## src/design/mbdf_pkg.sv

```systemverilog
// Shared types and constants for the mip box downsample fade unit.
// No dependencies; every other design file but mbdf_ram imports this package.
package mbdf_pkg;

  localparam int MAX_WIDTH  = 2048;
  localparam int LINE_DEPTH = MAX_WIDTH / 2;
  localparam int IDX_W      = (LINE_DEPTH > 1) ? $clog2(LINE_DEPTH) : 1;
  localparam int COL_W      = IDX_W + 1;
  localparam int CNT_W      = COL_W + 1;

  localparam int LANES      = 4;
  localparam int BYTE_W     = 8;
  localparam int PAIR_W     = BYTE_W + 1;
  localparam int SUM_W      = BYTE_W + 2;
  localparam int PIX_W      = LANES * BYTE_W;
  localparam int LINE_W     = LANES * PAIR_W;
  localparam int V_W        = 18;
  localparam int IMG_W_W    = 12;
  localparam int WGT_W      = 9;
  localparam int FIFO_DEPTH = 4;
  localparam int CFG_IDX_W  = 3;
  localparam int CFG_DATA_W = 32;

  typedef enum logic [CFG_IDX_W-1:0] {
    REG_IMAGE_WIDTH   = 3'd0,
    REG_FADE_TARGET   = 3'd1,
    REG_BLEND_WEIGHT  = 3'd2,
    REG_COLOR_FADE_ON = 3'd3,
    REG_FADE_ALPHA_ON = 3'd4
  } reg_idx_e;

  typedef logic [LANES-1:0][PAIR_W-1:0] pair_t;
  typedef logic [LANES-1:0][SUM_W-1:0]  job_t;

  typedef struct packed {
    logic [PIX_W-1:0] fade_target;
    logic [WGT_W-1:0] blend_weight;
    logic             color_on;
    logic             alpha_on;
  } fade_cfg_t;

  typedef struct packed {
    logic             we;
    logic             re;
    logic [IDX_W-1:0] addr;
    pair_t            wdata;
  } line_req_t;

endpackage

```

## src/design/mbdf_fifo.sv

```systemverilog
// Short word queue between the front and back parts.
// Depends on mbdf_pkg (job_t, FIFO_DEPTH).
module mbdf_fifo (
  input  logic          clk_i,
  input  logic          rst_ni,
  input  logic          push_i,
  input  mbdf_pkg::job_t data_i,
  output logic          full_o,
  input  logic          pop_i,
  output mbdf_pkg::job_t data_o,
  output logic          empty_o
);
  import mbdf_pkg::*;

  localparam int PTR_W = (FIFO_DEPTH > 1) ? $clog2(FIFO_DEPTH) : 1;

  job_t             mem_q [FIFO_DEPTH];
  logic [PTR_W-1:0] wr_q, wr_d, rd_q, rd_d;
  logic [PTR_W:0]   cnt_q, cnt_d;
  logic             do_push, do_pop;

  assign full_o  = (cnt_q == (PTR_W+1)'(FIFO_DEPTH));
  assign empty_o = (cnt_q == '0);
  assign do_push = push_i && !full_o;
  assign do_pop  = pop_i && !empty_o;
  assign data_o  = mem_q[rd_q];

  always_comb begin
    wr_d  = wr_q;
    rd_d  = rd_q;
    cnt_d = cnt_q;
    if (do_push) begin
      wr_d = (wr_q == PTR_W'(FIFO_DEPTH - 1)) ? '0 : wr_q + 1'b1;
    end
    if (do_pop) begin
      rd_d = (rd_q == PTR_W'(FIFO_DEPTH - 1)) ? '0 : rd_q + 1'b1;
    end
    if (do_push && !do_pop) begin
      cnt_d = cnt_q + 1'b1;
    end else if (do_pop && !do_push) begin
      cnt_d = cnt_q - 1'b1;
    end
  end

  always_ff @(posedge clk_i or negedge rst_ni) begin
    if (!rst_ni) begin
      wr_q  <= '0;
      rd_q  <= '0;
      cnt_q <= '0;
    end else begin
      wr_q  <= wr_d;
      rd_q  <= rd_d;
      cnt_q <= cnt_d;
    end
  end

  always_ff @(posedge clk_i) begin
    if (do_push) begin
      mem_q[wr_q] <= data_i;
    end
  end

endmodule

```

## config.mk

```make
export PLATFORM = sky130hd
export DESIGN_NAME = mbdf_fifo
export DESIGN_NICKNAME = d
export VERILOG_FILES = /design/src/design/mbdf_pkg.sv /design/src/design/mbdf_fifo.sv
export SDC_FILE = /design/constraint.sdc
export NUM_CORES = 1
export LEC_CHECK = 0
export ABC_AREA = 1
export ABC_CLOCK_PERIOD_IN_PS = 4000
export BUFFER_PORTS_ARGS = -buffer_cell sky130_fd_sc_hd__buf_2
export CAP_MARGIN = 20
export CORE_MARGIN = 2
export CORE_UTILIZATION = 58
export CTS_CLUSTER_SIZE = 14
export DETAILED_ROUTE_END_ITERATION = 12
export GPL_ROUTABILITY_DRIVEN = 0
export PLACE_DENSITY_LB_ADDON = 0.3
export SETUP_SLACK_MARGIN = 0.1
export SLEW_MARGIN = 40
export SYNTH_ARGS = -nofsm -noshare
export SYNTH_HDL_FRONTEND = slang
export SYNTH_SLANG_ARGS = --single-unit
```

## constraint.sdc

```tcl
create_clock -name clk_i -period 4 [get_ports clk_i]
set_clock_uncertainty 0.15 [all_clocks]
set_input_delay 0.4 -clock clk_i [delete_from_list [all_inputs] [get_ports clk_i]]
set_output_delay 0.4 -clock clk_i [all_outputs]
set_load 0.02 [all_outputs]
```

==> reports/results.txt <==
status: complete, no violations
post-synthesis net count: 579
# diodes: 0
I/O pin count: 86
cell area after layout: 8230 um^2
Total Routing Usage GR: 0.211
drt drc: 0
htree depth: 4
Post-DP HPWL: 8160 um
DRT Pass-1 Iters: 4
Synth top area share: 0.676
GR Util met3: 0.0503
Die Span Y: 115 um
top cells by area, synth: edfxtp_1, o211ai_2, nand2_1, inv_1, o211ai_1
DP Area: 7640 um^2
post-DR wirelength/cell: 16.6 um
area grow syn2layout: 15.8%
synthesis-stage register bit count: 167
post-route minimum period: 2.83 ns
vias per std cell: 5.36
CTS tree: done
RSZ-0062 raised after global routing: false
fillcell total: 834
r2r setup slk: 1.50 ns
nets: 667
number of cell rows: 40
Crit Path Class: flip-flop to output port
Worst Path Required: 3.45 ns
Final Hold Viols: 0
endpoint class of the critical path: output port
Slew headroom: 0.460
WL final: 12900 um
pin count of the biggest net entering global routing: 62
Worst Path Max Fanout: 61
die footprint: 13100 um^2
met2 usage: 0.375
gr busiest metal: met2
actual slew at the worst max-slew pin: 0.808 ns
global route overflow: 0
final setup vio count: 0
TritonCTS Buffers: 17
Hold Crit Depth: 1
Sum Neg Setup Slack: 0 ns
Tcrit/Tclk final: 0.707
DR vias: 4157
layout cells sized above 1: 0.315
Worst Min Path Start: data_i[13]
Startpoint Class: flip-flop
Resized cells post-CTS: 0
GRT met1 Usage: 0.251
Longest Clk Path Bufs: 2
max-slew violations: 0
maximum clock frequency: 0.354 GHz
VDD IR max: 0.478 mV
register area share after synthesis: 0.701
initial cell density of the core: 0.594
reg-to-reg endpoint: mem_q[1][31]
number of max-cap violations: 0
CTS clock-pin slew for the worst setup and hold paths: 0.06 ns
CTS root buffer: clkbuf_16
area leader, netlist: edfxtp_1
Syn Std Cell Area: 7100 um^2
initial antenna violation count: 0
Mapped Cells: 528
Worst-Skew Late Latency: 0.41 ns
CTS sink cnt: 167
Yosys warning total: 0
port buffer count: 85
worst reg-to-reg path cell count: 5
Leak: 3.37 nW
core area: 12000 um^2
Critical Path AT: 2.28 ns
reg2reg start: cnt_q[0]
HP Class: input port to flip-flop
first-pass GRT wire length: 20600 um
Final ANT Viol Nets: 0
Hold Path End: mem_q[1][13]
vias in the first global route: 4209
Pwr Density: 777 nW/um^2
Yosys cell types: 18
initial drt markers: 272
syn_area_per_cell: 13.5 um^2
DIE WIDTH: 115 um
critical path: stages (launching register included):
cell and delay, ns:
dfrtp_4 0.92, buf_4 0.46, nand2_1 0.11, o211ai_1 0.09, nand2_1 0.08, buf_2 0.16
cells in the final DEF, fill, tap and decap left out, types with 2 or more instances in the layout:
master / instances
dfrtp_1: 5
clkbuf_1: 4
nor2_4: 4
o211ai_2: 40
buf_8: 2
ha_1: 6
buf_2: 85
nand2_1: 105
bufinv_16: 3
clkbuf_16: 17
o211ai_1: 40
edfxtp_1: 160
nand3_1: 7
clkinv_2: 4
nand2_2: 30
buf_4: 7
inv_1: 95
nor2_1: 2
state kept, by name, summed over array words and instances (netlist names):
| signal | cells |
|---|---|
| cnt_q | 3 |
| rd_q | 2 |
| wr_q | 2 |
| mem_q | 160 |
power breakdown:
part,total [mW],switching (mW),internal (mW)
Sequential,2.52,0.216,2.31
Combinational,2.29,1.54,0.751
Clock,1.58,0.608,0.972
cell families (layout without fill, tap and decap cells):
logic type,count (synthesis),after routing,synth area share
AO/OA/AOI/OAI,81,81,0.113
XOR/XNOR,1,1,0.00123
adder cells (fa/ha/maj),7,7,0.0134
buffers and inverters,123,223,0.0800
flip-flops,167,167,0.701
AND/OR/NAND/NOR,149,149,0.0909
per-stage QoR:
stage	hold WS, ns	cells	setup WS [ns]	utilization	total power [mW]
4_1_cts	0.0357	775	1.17	0.688	6.44
3_5_place_dp	0.0957	743	1.48	0.639	4.86
6_report	0.0498	775	1.17	0.688	6.39
5_1_grt	0.0329	775	1.02	0.688	6.74
3_3_place_gp	0.0926	741	1.55	0.636	4.77
2_1_floorplan	-0.0456	528	1.00	-	4.25
final cells by class:
class                   instances  area, um^2  area share
well taps                     147         184      0.0224
inverters                      96         363      0.0441
repair buffers                 96         538      0.0654
multi-input cells             238        1590       0.193
clock buffers                  21         440      0.0535
flip-flops and latches        167        4980       0.606
clock inverters                10         130      0.0158
per-layer routing:
metal | vias up | share of wire
met4 | 0 | 0.018
met3 | 20 | 0.050
met5 | - | 0
li1 | 1997 | -
met2 | 124 | 0.53
met1 | 2016 | 0.40
synth_stat cells (all sizes together):
master and number:
edfxtp 160, nand2 135, inv 95, o211ai 80, buf 27, dfrtp 7, nand3 7, ha 6
nor2 6, clkinv 1, fa 1, nand4 1, o21ai 1, xnor2 1
worst max path at each step:
stage	start	end	slack, ns	cells past startpoint
floorplan	cnt_q[0]	mem_q[0][0]	1.00	4
global placement	cnt_q[0]	mem_q[2][9]	1.55	5
detailed placement	cnt_q[0]	mem_q[1][19]	1.48	5
CTS	rd_q[0]	data_o[23]	1.17	5
global route	rd_q[0]	data_o[39]	1.02	5
finish	rd_q[0]	data_o[39]	1.17	5
repair_timing:
action | CTS | global route
hold endpoints to repair | 7 | 0
buffers inserted | 0 | 0
hold buffers | 1 | 0
endpoints found under the setup margin | 0 | 0
(Power assumes the default switching activity.)
