--- src/design/mbdf_pkg.sv ---
// Shared types and constants for the mip box downsample fade unit.
// No dependencies; every other design file but mbdf_ram imports this package.
package mbdf_pkg;

  localparam int MAX_WIDTH  = 2048;
  localparam int LINE_DEPTH = MAX_WIDTH / 2;
  localparam int IDX_W      = (LINE_DEPTH > 1) ? $clog2(LINE_DEPTH) : 1;
  localparam int COL_W      = IDX_W + 1;
  localparam int CNT_W      = COL_W + 1;

  localparam int LANES      = 4;
  localparam int BYTE_W     = 8;
  localparam int PAIR_W     = BYTE_W + 1;
  localparam int SUM_W      = BYTE_W + 2;
  localparam int PIX_W      = LANES * BYTE_W;
  localparam int LINE_W     = LANES * PAIR_W;
  localparam int V_W        = 18;
  localparam int IMG_W_W    = 12;
  localparam int WGT_W      = 9;
  localparam int FIFO_DEPTH = 4;
  localparam int CFG_IDX_W  = 3;
  localparam int CFG_DATA_W = 32;

  typedef enum logic [CFG_IDX_W-1:0] {
    REG_IMAGE_WIDTH   = 3'd0,
    REG_FADE_TARGET   = 3'd1,
    REG_BLEND_WEIGHT  = 3'd2,
    REG_COLOR_FADE_ON = 3'd3,
    REG_FADE_ALPHA_ON = 3'd4
  } reg_idx_e;

  typedef logic [LANES-1:0][PAIR_W-1:0] pair_t;
  typedef logic [LANES-1:0][SUM_W-1:0]  job_t;

  typedef struct packed {
    logic [PIX_W-1:0] fade_target;
    logic [WGT_W-1:0] blend_weight;
    logic             color_on;
    logic             alpha_on;
  } fade_cfg_t;

  typedef struct packed {
    logic             we;
    logic             re;
    logic [IDX_W-1:0] addr;
    pair_t            wdata;
  } line_req_t;

endpackage

--- src/design/mbdf_front.sv ---
// Front part: takes source pixels, tracks column/row, builds pair sums,
// drives the line store and hands 2x2 byte sums to the queue. Uses mbdf_pkg.
module mbdf_front (
  input  logic                              clk_i,
  input  logic                              rst_ni,
  input  logic [mbdf_pkg::IMG_W_W-1:0]      image_width_i,
  input  logic                              accept_i,
  input  logic [mbdf_pkg::PIX_W-1:0]        pixel_in_i,
  input  logic                              frame_start_i,
  output mbdf_pkg::line_req_t               line_req_o,
  input  mbdf_pkg::pair_t                   line_rdata_i,
  output logic                              job_push_o,
  output mbdf_pkg::job_t                    job_o
);
  import mbdf_pkg::*;

  logic [COL_W-1:0] col_q, col_d, col_cur;
  logic             odd_q, odd_d, odd_cur;
  logic [PIX_W-1:0] held_q, held_d;
  logic [31:0]      w_wide;
  logic [CNT_W-1:0] eff_w, col_nxt;
  pair_t            ps;

  // effective row length: even, at least two, at most MAX_WIDTH
  always_comb begin
    w_wide = {20'b0, image_width_i & 12'hFFE};
    if (w_wide < 32'd2) begin
      w_wide = 32'd2;
    end else if (w_wide > 32'(MAX_WIDTH)) begin
      w_wide = 32'(MAX_WIDTH) & ~32'd1;
    end
    eff_w = w_wide[CNT_W-1:0];
  end

  assign col_cur = frame_start_i ? '0 : col_q;
  assign odd_cur = frame_start_i ? 1'b0 : odd_q;
  assign col_nxt = {1'b0, col_cur} + CNT_W'(1);

  always_comb begin
    for (int k = 0; k < LANES; k++) begin
      ps[k] = {1'b0, held_q[k*BYTE_W +: BYTE_W]} + {1'b0, pixel_in_i[k*BYTE_W +: BYTE_W]};
    end
  end

  always_comb begin
    col_d            = col_q;
    odd_d            = odd_q;
    held_d           = held_q;
    line_req_o.we    = 1'b0;
    line_req_o.re    = 1'b0;
    line_req_o.addr  = col_cur[IDX_W:1];
    line_req_o.wdata = ps;
    job_push_o       = 1'b0;
    for (int k = 0; k < LANES; k++) begin
      job_o[k] = {1'b0, ps[k]} + {1'b0, line_rdata_i[k]};
    end
    if (accept_i) begin
      if (!col_cur[0]) begin
        // left pixel of a pair; fetch the upper pair now, used on the right pixel
        held_d        = pixel_in_i;
        line_req_o.re = 1'b1;
      end else if (!odd_cur) begin
        line_req_o.we = 1'b1;
      end else begin
        job_push_o = 1'b1;
      end
      if (col_nxt >= eff_w) begin
        col_d = '0;
        odd_d = !odd_cur;
      end else begin
        col_d = col_nxt[COL_W-1:0];
        odd_d = odd_cur;
      end
    end
  end

  always_ff @(posedge clk_i or negedge rst_ni) begin
    if (!rst_ni) begin
      col_q  <= '0;
      odd_q  <= 1'b0;
      held_q <= '0;
    end else begin
      col_q  <= col_d;
      odd_q  <= odd_d;
      held_q <= held_d;
    end
  end

endmodule

--- config.mk ---
export PLATFORM = sky130hd
export DESIGN_NAME = mbdf_front
export DESIGN_NICKNAME = d
export VERILOG_FILES = /design/src/design/mbdf_pkg.sv /design/src/design/mbdf_front.sv
export SDC_FILE = /design/constraint.sdc
export NUM_CORES = 1
export LEC_CHECK = 0
export BUFFER_PORTS_ARGS = -buffer_cell sky130_fd_sc_hd__buf_4
export CAP_MARGIN = 20
export CELL_PAD_IN_SITES_DETAIL_PLACEMENT = 1
export CELL_PAD_IN_SITES_GLOBAL_PLACEMENT = 1
export CORE_ASPECT_RATIO = 1.5
export CORE_MARGIN = 2
export CORE_UTILIZATION = 37
export DETAILED_ROUTE_END_ITERATION = 8
export PLACE_DENSITY = 0.88
export SLEW_MARGIN = 0
export SYNTH_ARGS = -nofsm -noshare
export SYNTH_HDL_FRONTEND = slang
export SYNTH_SLANG_ARGS = --single-unit
--- constraint.sdc ---
create_clock -name clk_i -period 4.2 [get_ports clk_i]
set_input_delay 0.63 -clock clk_i [delete_from_list [all_inputs] [get_ports clk_i]]
set_output_delay 0.63 -clock clk_i [all_outputs]
set_load 0.01 [all_outputs]
==> reports/metrics.cfg <==
[status]
status = finished clean

[timing]
max_freq_ghz = 0.249
slew_headroom_pct = 58.7
period_needed_ns = 4.01
drv_slew = 0
rsz0062_at_grt = false
hold_viol = 0
tightestPinTransition_ns = 0.613
setup_viol = 0
setup_tns_ns = 0
fin_crit_sh_pct = 95.4
clock_skew_ns = 0.00410
fin_ws_ns = 0.191

[grt]
grt_start_max_net_pins = 45
grt_pass1_wl_microns = 25200
antenna_found_initial = 0
first_global_vias = 5524
grt_usage_pct = 20.9
gr-total-overflow = 0

[power_and_ir_drop]
peakVddDrop_v = 0.000177
power_leakage_nw = 3.47
power.density_nw_per_um2 = 493

[place]
place_worst_setup_slack_ns = 0.00355
port_buffers = 171
routabilityCongestion = 0.856
place_hpwl_microns = 13000

[critical_path]
critPathSlowestCell = fa_1
worstPathCellList = buf_4 > ha_1 > fa_1 > a21o_1 > a21oi_1 > nor2b_1 > o31ai_1 > a21boi_2 > ha_1 > o21ai_0 > nand2b_1 > o41ai_2 > xnor2_1 > buf_4
crit_type = in -> out
rr_worst_depth = 11
crit_fanout = 4
critPathCaptureType = primary output
cp_data_required_time_ns = 3.57
slowest_delay_ns = 0.41
critPathArrivalTime_ns = 3.38
critPathLaunchType = input port

[synth]
synthDistinctLibCells = 61
yosysTopAreaCell = dfrtp_1
synth.most_common_cell = nand2_1
syn-num-nets = 764
ys_seq_elements = 44
netlist_top_cells_area = dfrtp_1 22%, ha_1 20%, nand2_1 8.9%
synth_seq_area_share_pct = 22.4
synth_top_cells_by_count = 117 x nand2_1, 80 x ha_1, 50 x nor2_1
synth_edf_count = 0
syn_area_sq_um = 4930
synthCells = 592
postSynthAreaPerCell_sq_um = 8.32
synth_top_area_share_pct = 22.4
synthArstFlopShare_pct = 100
synth_warnings = 0
synthFlopType = dfrtp_1

[detailed_routing]
drc_errors = 0
ant_nets = 0
vias_per_cell = 5.39
drtPass1Iterations = 4
via_count = 4962
wirelength_microns = 15200
drt_iter0_drc = 88
routedWlPerCell_microns = 16.5

[floorplanning]
start_util_pct = 37.8
die_w_microns = 98.2
coreArea_sq_um = 13000
rows = 51
dieArea_sq_um = 14300
die_h_microns = 145
ios = 173

[final_layout]
fillers = 1596
multi_input_area_sq_um = 3650
drive_gt1_share_pct = 27.5
area_growth_pct = 32.6
regArea_sq_um = 1100
num_antenna_cells = 0
finalNetCount = 932

[cts]
cts_buffers = 5
clk_pin_slew_worst_paths_ns = 0.06
root_buffer = clkbuf_16
clkLatencyLatePin_ns = 0.29
cts.sinks = 44
tritoncts = done
holdBufCountCts = 0
post-cts-setup-buffers = 0
clockBufferDepth = 2
htreeDepth = 2

[flow_run]
timing.max_cap.violations = 0

[hold_path]
min_path_type = in -> async

[worst paths after layout]
path	from	endpoint	slack, ns
min reg2reg	held_q[20]$_DFFE_PN0P_	held_q[20]$_DFFE_PN0P_	0.48
min in group clk_i	held_q[20]$_DFFE_PN0P_	held_q[20]$_DFFE_PN0P_	0.48
min	rst_ni	col_q[8]$_DFFE_PN0P_	0.35
max	pixel_in_i[24]	job_o[38]	0.19
max reg2reg	col_q[0]$_DFFE_PN0P_	col_q[6]$_DFFE_PN0P_	1.15
max in group asynchronous	rst_ni	held_q[25]$_DFFE_PN0P_	3.45
[layout make-up]
cell class	count	share of cell area, %
clock buffers	6	2.13
inverters	33	1.90
repair buffers	173	19.9
clock inverters	2	0.230
well taps	159	3.05
multi-input cells	503	55.9
flip-flops and latches	44	16.9
[report_power, final]
part           internal (W)  leakage [nW]  switching [W]  total (W)
clock network      0.000237        0.0691       0.000167   0.000404
logic               0.00112          2.84        0.00118    0.00230
registers          0.000476         0.556      0.0000352   0.000511
total               0.00184          3.47        0.00138    0.00322
[per-stage QoR]
| step | power (W) | instances | hold slack (ns) | util, % | cell area, sq um |
|---|---|---|---|---|---|
| after floorplan | 0.00186 | 592 | 0.334 | - | 4930 |
| after global placement | 0.00271 | 912 | 0.461 | 48.9 | 6360 |
| after detailed placement | 0.00283 | 912 | 0.470 | 48.9 | 6360 |
| after CTS | 0.00325 | 920 | 0.372 | 50.1 | 6520 |
| after global routing | 0.00345 | 920 | 0.386 | 50.2 | 6530 |
| final | 0.00322 | 920 | 0.346 | 50.2 | 6530 |
[what timing repair did]
item	CTS	global route
endpoints found under the hold margin	0	0
resized for setup	0	10
setup endpoints to repair	0	7
[sequential cells by signal, indices dropped and copies added (netlist names)]
signal  flops
col_q      11
held_q     32
odd_q       1
[cells in the final DEF (no fill, tap or decap), types with 3 or more instances in the layout]
cell / instances
a31o_2: 3
a21boi_2: 3
a211oi_1: 6
a21o_1: 18
clkbuf_16: 5
nand2_1: 117
o21bai_1: 3
xnor2_1: 38
o22ai_1: 10
nor2b_1: 9
or3_1: 3
and3_1: 4
nor3_1: 5
a21oi_1: 32
nand2b_1: 6
buf_4: 173
a311oi_1: 3
ha_1: 80
fa_1: 8
o21ai_0: 28
and2_1: 3
nor4_1: 5
a21boi_1: 3
nor2_1: 50
dfrtp_1: 44
o21a_1: 8
o41ai_2: 4
inv_1: 32
nand3_1: 6
xor2_1: 14
[layer usage]
metal / GRT usage, % / part of all wire [%]
met4: 7.40 / 3.3
met5: 0 / 0
met2: 43.6 / 58
met1: 19.8 / 35
met3: 3.08 / 3.7
[logic make-up (layout without fill, tap and decap cells)]
logic type	Yosys count	in the layout	share of synthesized area [%]
simple gates	222	222	20.9
compound gates	139	139	19.4
fa+ha+maj	88	88	23.6
xor+xnor	54	54	9.91
buf+inv	45	214	3.89
flops	44	44	22.4
[worst max-delay path: cells and delay by family]
family          cells  cell delay [ns]
fa+ha+maj           3             0.93
xor+xnor            1             0.17
buf+inv             2             0.25
compound gates      6             1.20
simple gates        2             0.19
Note: power is estimated with default switching activity, not from simulation.
