===== config.mk =====
export PLATFORM = sky130hd
export DESIGN_NAME = mbdf_back
export DESIGN_NICKNAME = d
export VERILOG_FILES = /design/src/design/mbdf_pkg.sv /design/src/design/mbdf_back.sv
export SDC_FILE = /design/constraint.sdc
export NUM_CORES = 2
export LEC_CHECK = 0
export BUFFER_PORTS_ARGS = -buffer_cell sky130_fd_sc_hd__buf_2
export CORE_MARGIN = 2
export CORE_UTILIZATION = 45
export DETAILED_ROUTE_END_ITERATION = 16
export HOLD_SLACK_MARGIN = 0.1
export SYNTH_ARGS = -nofsm -noshare
export SYNTH_HDL_FRONTEND = slang
export SYNTH_SLANG_ARGS = --single-unit
export TNS_END_PERCENT = 5

===== constraint.sdc =====
create_clock -name clk_i -period 4.5 [get_ports clk_i]
set_input_delay 0.45 -clock clk_i [delete_from_list [all_inputs] [get_ports clk_i]]
set_output_delay 0.45 -clock clk_i [all_outputs]
set_load 0.01 [all_outputs]

===== src/design/mbdf_pkg.sv =====
// Shared types and constants for the mip box downsample fade unit.
// No dependencies; every other design file but mbdf_ram imports this package.
package mbdf_pkg;

  localparam int MAX_WIDTH  = 2048;
  localparam int LINE_DEPTH = MAX_WIDTH / 2;
  localparam int IDX_W      = (LINE_DEPTH > 1) ? $clog2(LINE_DEPTH) : 1;
  localparam int COL_W      = IDX_W + 1;
  localparam int CNT_W      = COL_W + 1;

  localparam int LANES      = 4;
  localparam int BYTE_W     = 8;
  localparam int PAIR_W     = BYTE_W + 1;
  localparam int SUM_W      = BYTE_W + 2;
  localparam int PIX_W      = LANES * BYTE_W;
  localparam int LINE_W     = LANES * PAIR_W;
  localparam int V_W        = 18;
  localparam int IMG_W_W    = 12;
  localparam int WGT_W      = 9;
  localparam int FIFO_DEPTH = 4;
  localparam int CFG_IDX_W  = 3;
  localparam int CFG_DATA_W = 32;

  typedef enum logic [CFG_IDX_W-1:0] {
    REG_IMAGE_WIDTH   = 3'd0,
    REG_FADE_TARGET   = 3'd1,
    REG_BLEND_WEIGHT  = 3'd2,
    REG_COLOR_FADE_ON = 3'd3,
    REG_FADE_ALPHA_ON = 3'd4
  } reg_idx_e;

  typedef logic [LANES-1:0][PAIR_W-1:0] pair_t;
  typedef logic [LANES-1:0][SUM_W-1:0]  job_t;

  typedef struct packed {
    logic [PIX_W-1:0] fade_target;
    logic [WGT_W-1:0] blend_weight;
    logic             color_on;
    logic             alpha_on;
  } fade_cfg_t;

  typedef struct packed {
    logic             we;
    logic             re;
    logic [IDX_W-1:0] addr;
    pair_t            wdata;
  } line_req_t;

endpackage


===== src/design/mbdf_back.sv =====
// Back part: two-stage fade/scale pipeline from 2x2 sums to output pixels,
// with the output word register. Uses mbdf_pkg.
module mbdf_back (
  input  logic                       clk_i,
  input  logic                       rst_ni,
  input  mbdf_pkg::fade_cfg_t        cfg_i,
  input  logic                       job_valid_i,
  input  mbdf_pkg::job_t             job_i,
  output logic                       job_pop_o,
  output logic                       out_valid_o,
  output logic [mbdf_pkg::PIX_W-1:0] pixel_out_o,
  input  logic                       out_pop_i
);
  import mbdf_pkg::*;

  logic                        s1_v_q, s1_v_d;
  logic [LANES-1:0][V_W-1:0]   v_q, v_d;
  logic                        out_v_q, out_v_d;
  logic [PIX_W-1:0]            pix_q, pix_d;
  logic                        s1_adv, out_ld;
  logic [WGT_W-1:0]            wgt, inv;
  logic [BYTE_W-1:0]           fade_m [LANES];
  logic [18:0]                 p_src [LANES];
  logic [18:0]                 p_fade [LANES];
  logic [18:0]                 v_sum [LANES];
  logic [21:0]                 a9;
  logic [8:0]                  aq;

  assign out_ld    = !out_v_q || out_pop_i;
  assign s1_adv    = !s1_v_q || out_ld;
  assign job_pop_o = s1_adv && job_valid_i;

  assign wgt = (cfg_i.blend_weight > WGT_W'(256)) ? WGT_W'(256) : cfg_i.blend_weight;
  assign inv = WGT_W'(256) - wgt;

  // byte0..2 fade toward bits 23:16, 15:8, 7:0; alpha toward 31:24
  assign fade_m[0] = cfg_i.fade_target[23:16];
  assign fade_m[1] = cfg_i.fade_target[15:8];
  assign fade_m[2] = cfg_i.fade_target[7:0];
  assign fade_m[3] = cfg_i.fade_target[31:24];

  always_comb begin
    for (int k = 0; k < LANES; k++) begin
      p_src[k]  = 19'(job_i[k]) * 19'(inv);
      p_fade[k] = (19'(fade_m[k]) * 19'(wgt)) << 2;
      v_sum[k]  = p_src[k] + p_fade[k];
      if ((k < 3) ? cfg_i.color_on : cfg_i.alpha_on) begin
        v_d[k] = v_sum[k][V_W-1:0];
      end else begin
        v_d[k] = {job_i[k], 8'b0};
      end
    end
    s1_v_d = s1_adv ? job_valid_i : s1_v_q;
  end

  // color bytes cannot exceed 255; alpha is 9/8 and saturates
  always_comb begin
    for (int k = 0; k < 3; k++) begin
      pix_d[k*BYTE_W +: BYTE_W] = v_q[k][V_W-1:10];
    end
    a9 = 22'({v_q[3], 3'b0}) + 22'(v_q[3]);
    aq = a9[21:13];
    pix_d[3*BYTE_W +: BYTE_W] = aq[8] ? 8'hFF : aq[7:0];
    out_v_d = out_ld ? s1_v_q : out_v_q;
  end

  always_ff @(posedge clk_i or negedge rst_ni) begin
    if (!rst_ni) begin
      s1_v_q  <= 1'b0;
      out_v_q <= 1'b0;
    end else begin
      s1_v_q  <= s1_v_d;
      out_v_q <= out_v_d;
    end
  end

  always_ff @(posedge clk_i) begin
    if (s1_adv) begin
      v_q <= v_d;
    end
    if (out_ld) begin
      pix_q <= pix_d;
    end
  end

  assign out_valid_o = out_v_q;
  assign pixel_out_o = pix_q;

endmodule


==> results.ini <==
[sta]
rsz0062_at_grt = true
relSlewSlack_pct = 33.0
max_freq_mhz = 157
fin_crit_sh_pct = 141
slew_violations = 0
finalSetupTns_ns = -53.58
report.final.setup_viol = 37
finClkSkew_ns = 0.00987
timing_hold_violations_final = 0
setup_ws_ns = -1.85
finalCriticalPeriod_ns = 6.35
worst_pin_slew_ns = 1.01

[setup_path]
cp-start-kind = input port
critPathSlowestCell = or4_4
arrival_ns = 6.48
reg2reg_from = v_q[58]
reg2reg_to = pixel_out_o[30]
crit_type = input port to flip-flop
cp.required_ns = 4.63
cpMostUsedCell = fa_1
worst_path_largest_cell_delay_ns = 0.52
worstSetupEndpointType = flip-flop
crit_fanout = 6
timing.reg2reg.setup_slack_ns = 1.71
r2r_cells = 10

[clocking]
cts_tree = yes
cts_sinks = 76
clkSlewWorstSetupHoldPaths_ns = 0.08
cts_buffers = 9
root_buffer = clkbuf_16
htreeDepth = 3
worstSkewPairLatency_ns = 0.37
clk_path_buf_depth = 2

[routing]
post-route-drc-count = 0
firstDrtPassIters = 5
dr_total_vias = 18895
avgViaCountPerCell = 4.98
wl_um = 62200
wire_per_inst_um = 16.4
detail-route-antenna-nets = 0
drt_iter0_drc = 847

[min_path]
hold_start = job_valid_i
hold_path_end = s1_v_q
hold_depth = 2
hp-class = input port to flip-flop

[die]
start_util_pct = 45.4
die_w_um = 237
rows = 85
ios = 121
coreArea_um2 = 53800
die_h_um = 237
die_area_um2 = 56200

[finish]
area_growth_pct = 21.9
final_area_um2 = 29800
layout-drive-gt1-share_pct = 22.2
final_nets = 3915
n_fill_cell = 4780

[run_status]
failed_checks = setup timing
outcome = complete, but fails checks

[place]
place_area_um2 = 28800
port_buffers = 120
place_congestion = 0.918
hpwl_um = 53900

[job]
cap_viol_max_count = 0

[global_routing]
overflow = 0
grt_max_degree = 45
grt_pass1_wl_um = 103000
grt_pass1_vias = 20327
antenna_found_initial = 9
grt_usage_pct = 23.1

[synth]
synth-main-ff-cell = edfxtp_1
synth_top_family_by_area = adder cells
yosysWarningCount = 0
synth_adder_area_share_pct = 51.4
synth_mux_area_share_pct = 1.29
yosys.area_share.simple_pct = 18.1
synth-compound-area-share_pct = 5.17
synth.ff_latch_count = 76
synth_edf_count = 74
mappedNetlistNets = 3481
ys_types = 65
syn_area_per_cell_um2 = 9.22
yosysSeqAreaShare_pct = 9.29
synthArstFlopShare_pct = 2.63
syn_inst = 2651
synth_xor_area_share_pct = 4.19
synth_area_um2 = 24500

[power_and_ir_drop]
p_leak_uw = 0.0156
total_power_uw = 22700
peakVddDrop_mv = 0.926
power_density_nw_per_um2 = 760

==> per-stage QoR <==
step | setup slack [ns] | hold slack [ns] | std cells | utilization, %
2_1_floorplan | -1.94 | 0.154 | 2651 | -
3_3_place_gp | -2.28 | 0.234 | 3753 | 53.5
3_5_place_dp | -2.47 | 0.237 | 3753 | 53.5
4_1_cts | -1.80 | 0.265 | 3779 | 54.9
5_1_grt | -2.07 | 0.298 | 3791 | 55.4
6_report | -1.85 | 0.277 | 3791 | 55.4
==> flip-flops by register name (all words and copies together), names as in the netlist <==
signal	flops
pix_d	24
s1_v_q	1
pixel_out_o	32
v_q	18
out_valid_o	1
==> logic make-up (layout without fill, tap and decap cells) <==
kind of cell,Yosys count,in the layout
buf+inv,684,1123
compound gates,180,180
mux,29,29
flops,76,76
other cells,0,5
fa+ha+maj,743,743
xor+xnor,116,116
simple gates,823,823
==> per-layer routing <==
layer / vias up / part of all wire [%] / track usage [%]
li1: 8957 / - / -
met1: 9528 / 44 / 30.8
met2: 321 / 50 / 40.1
met3: 83 / 3.4 / 1.75
met4: 6 / 2.6 / 7.09
met5: - / 0.059 / 0
==> cells in the final DEF (no fill, tap or decap), types with 9 or more instances in the layout <==
master,synthesis,layout
nor3_1,22,15
o21ai_0,31,25
a21oi_1,47,32
a21o_1,15,15
nor2_1,49,43
and2_1,433,425
xor2_1,40,37
ha_1,306,291
xnor2_1,75,67
fa_1,437,437
mux2_2,21,21
ha_4,0,11
nand3_1,19,19
a21oi_2,2,15
buf_4,0,372
o21a_1,12,12
buf_12,0,17
nand2_1,235,234
o21bai_1,12,9
inv_1,584,578
edfxtp_1,74,74
clkbuf_16,0,9
buf_2,1,119
==> critical path, delay by kind of cell <==
family          cells  cell delay, ns
fa+ha+maj           6            2.64
simple gates        7            1.75
buf+inv             8            0.86
compound gates      2            0.35
mux                 1            0.26
xor+xnor            2            0.19
==> final cells by class <==
cell class	count	area [µm²]	share of cell area, %
diodes	5	12.5	0.0420
clock buffers	9	225	0.755
clock inverters	7	67.6	0.227
inverters	585	2200	7.37
multi-input cells	1891	20300	68.0
flip-flops and latches	76	2270	7.62
well taps	696	871	2.92
repair buffers	522	3900	13.1
==> Yosys cell counts, drive strengths merged, types with 3 or more instances <==
cell type / number / area share [%]
ha: 306 / 16
edfxtp: 74 / 9.1
inv: 585 / 9.0
and3: 4 / 0.10
xnor2: 76 / 2.8
o21a: 12 / 0.37
a21o: 15 / 0.46
xor2: 40 / 1.4
clkbuf: 81 / 1.2
nor4: 7 / 0.20
nand3: 19 / 0.39
o41ai: 8 / 0.46
a31oi: 6 / 0.18
o21ai: 32 / 0.65
mux2: 21 / 0.97
or3: 8 / 0.20
buf: 18 / 0.28
o21bai: 12 / 0.37
o31ai: 9 / 0.32
o2111ai: 7 / 0.25
a211oi: 10 / 0.35
nor3: 25 / 0.57
and4: 3 / 0.11
or2: 4 / 0.10
or4: 3 / 0.092
nand2b: 8 / 0.20
o22ai: 3 / 0.077
nor2: 49 / 0.75
nand4: 4 / 0.10
mux2i: 8 / 0.33
fa: 437 / 36
and2: 433 / 11
nand2: 235 / 3.6
nor2b: 18 / 0.49
a21oi: 49 / 1.0
==> how the worst max path moves through the flow <==
stage | from | to | cells past startpoint
CTS | cfg_i[4] | pix_d[15] | 27
finish | cfg_i[3] | pix_d[14] | 26
detailed placement | cfg_i[10] | pix_d[23] | 27
global route | cfg_i[3] | pix_d[14] | 26
global placement | cfg_i[10] | v_q[71] | 29
floorplan | cfg_i[10] | v_q[71] | 30
==> report_power, final <==
part	switching, µW	internal [µW]
logic	9940	10300
clock network	380	387
registers	166	1500
==> what timing repair did <==
action | in CTS | in global routing
hold buffers | 1 | 0
endpoints found under the setup margin | 37 | 38
pin swaps | 33 | 37
hold endpoints to repair | 2 | 0
gates resized for setup | 72 | 41
setup buffers | 9 | 7
No activity file was read; power rests on OpenSTA's default activity.
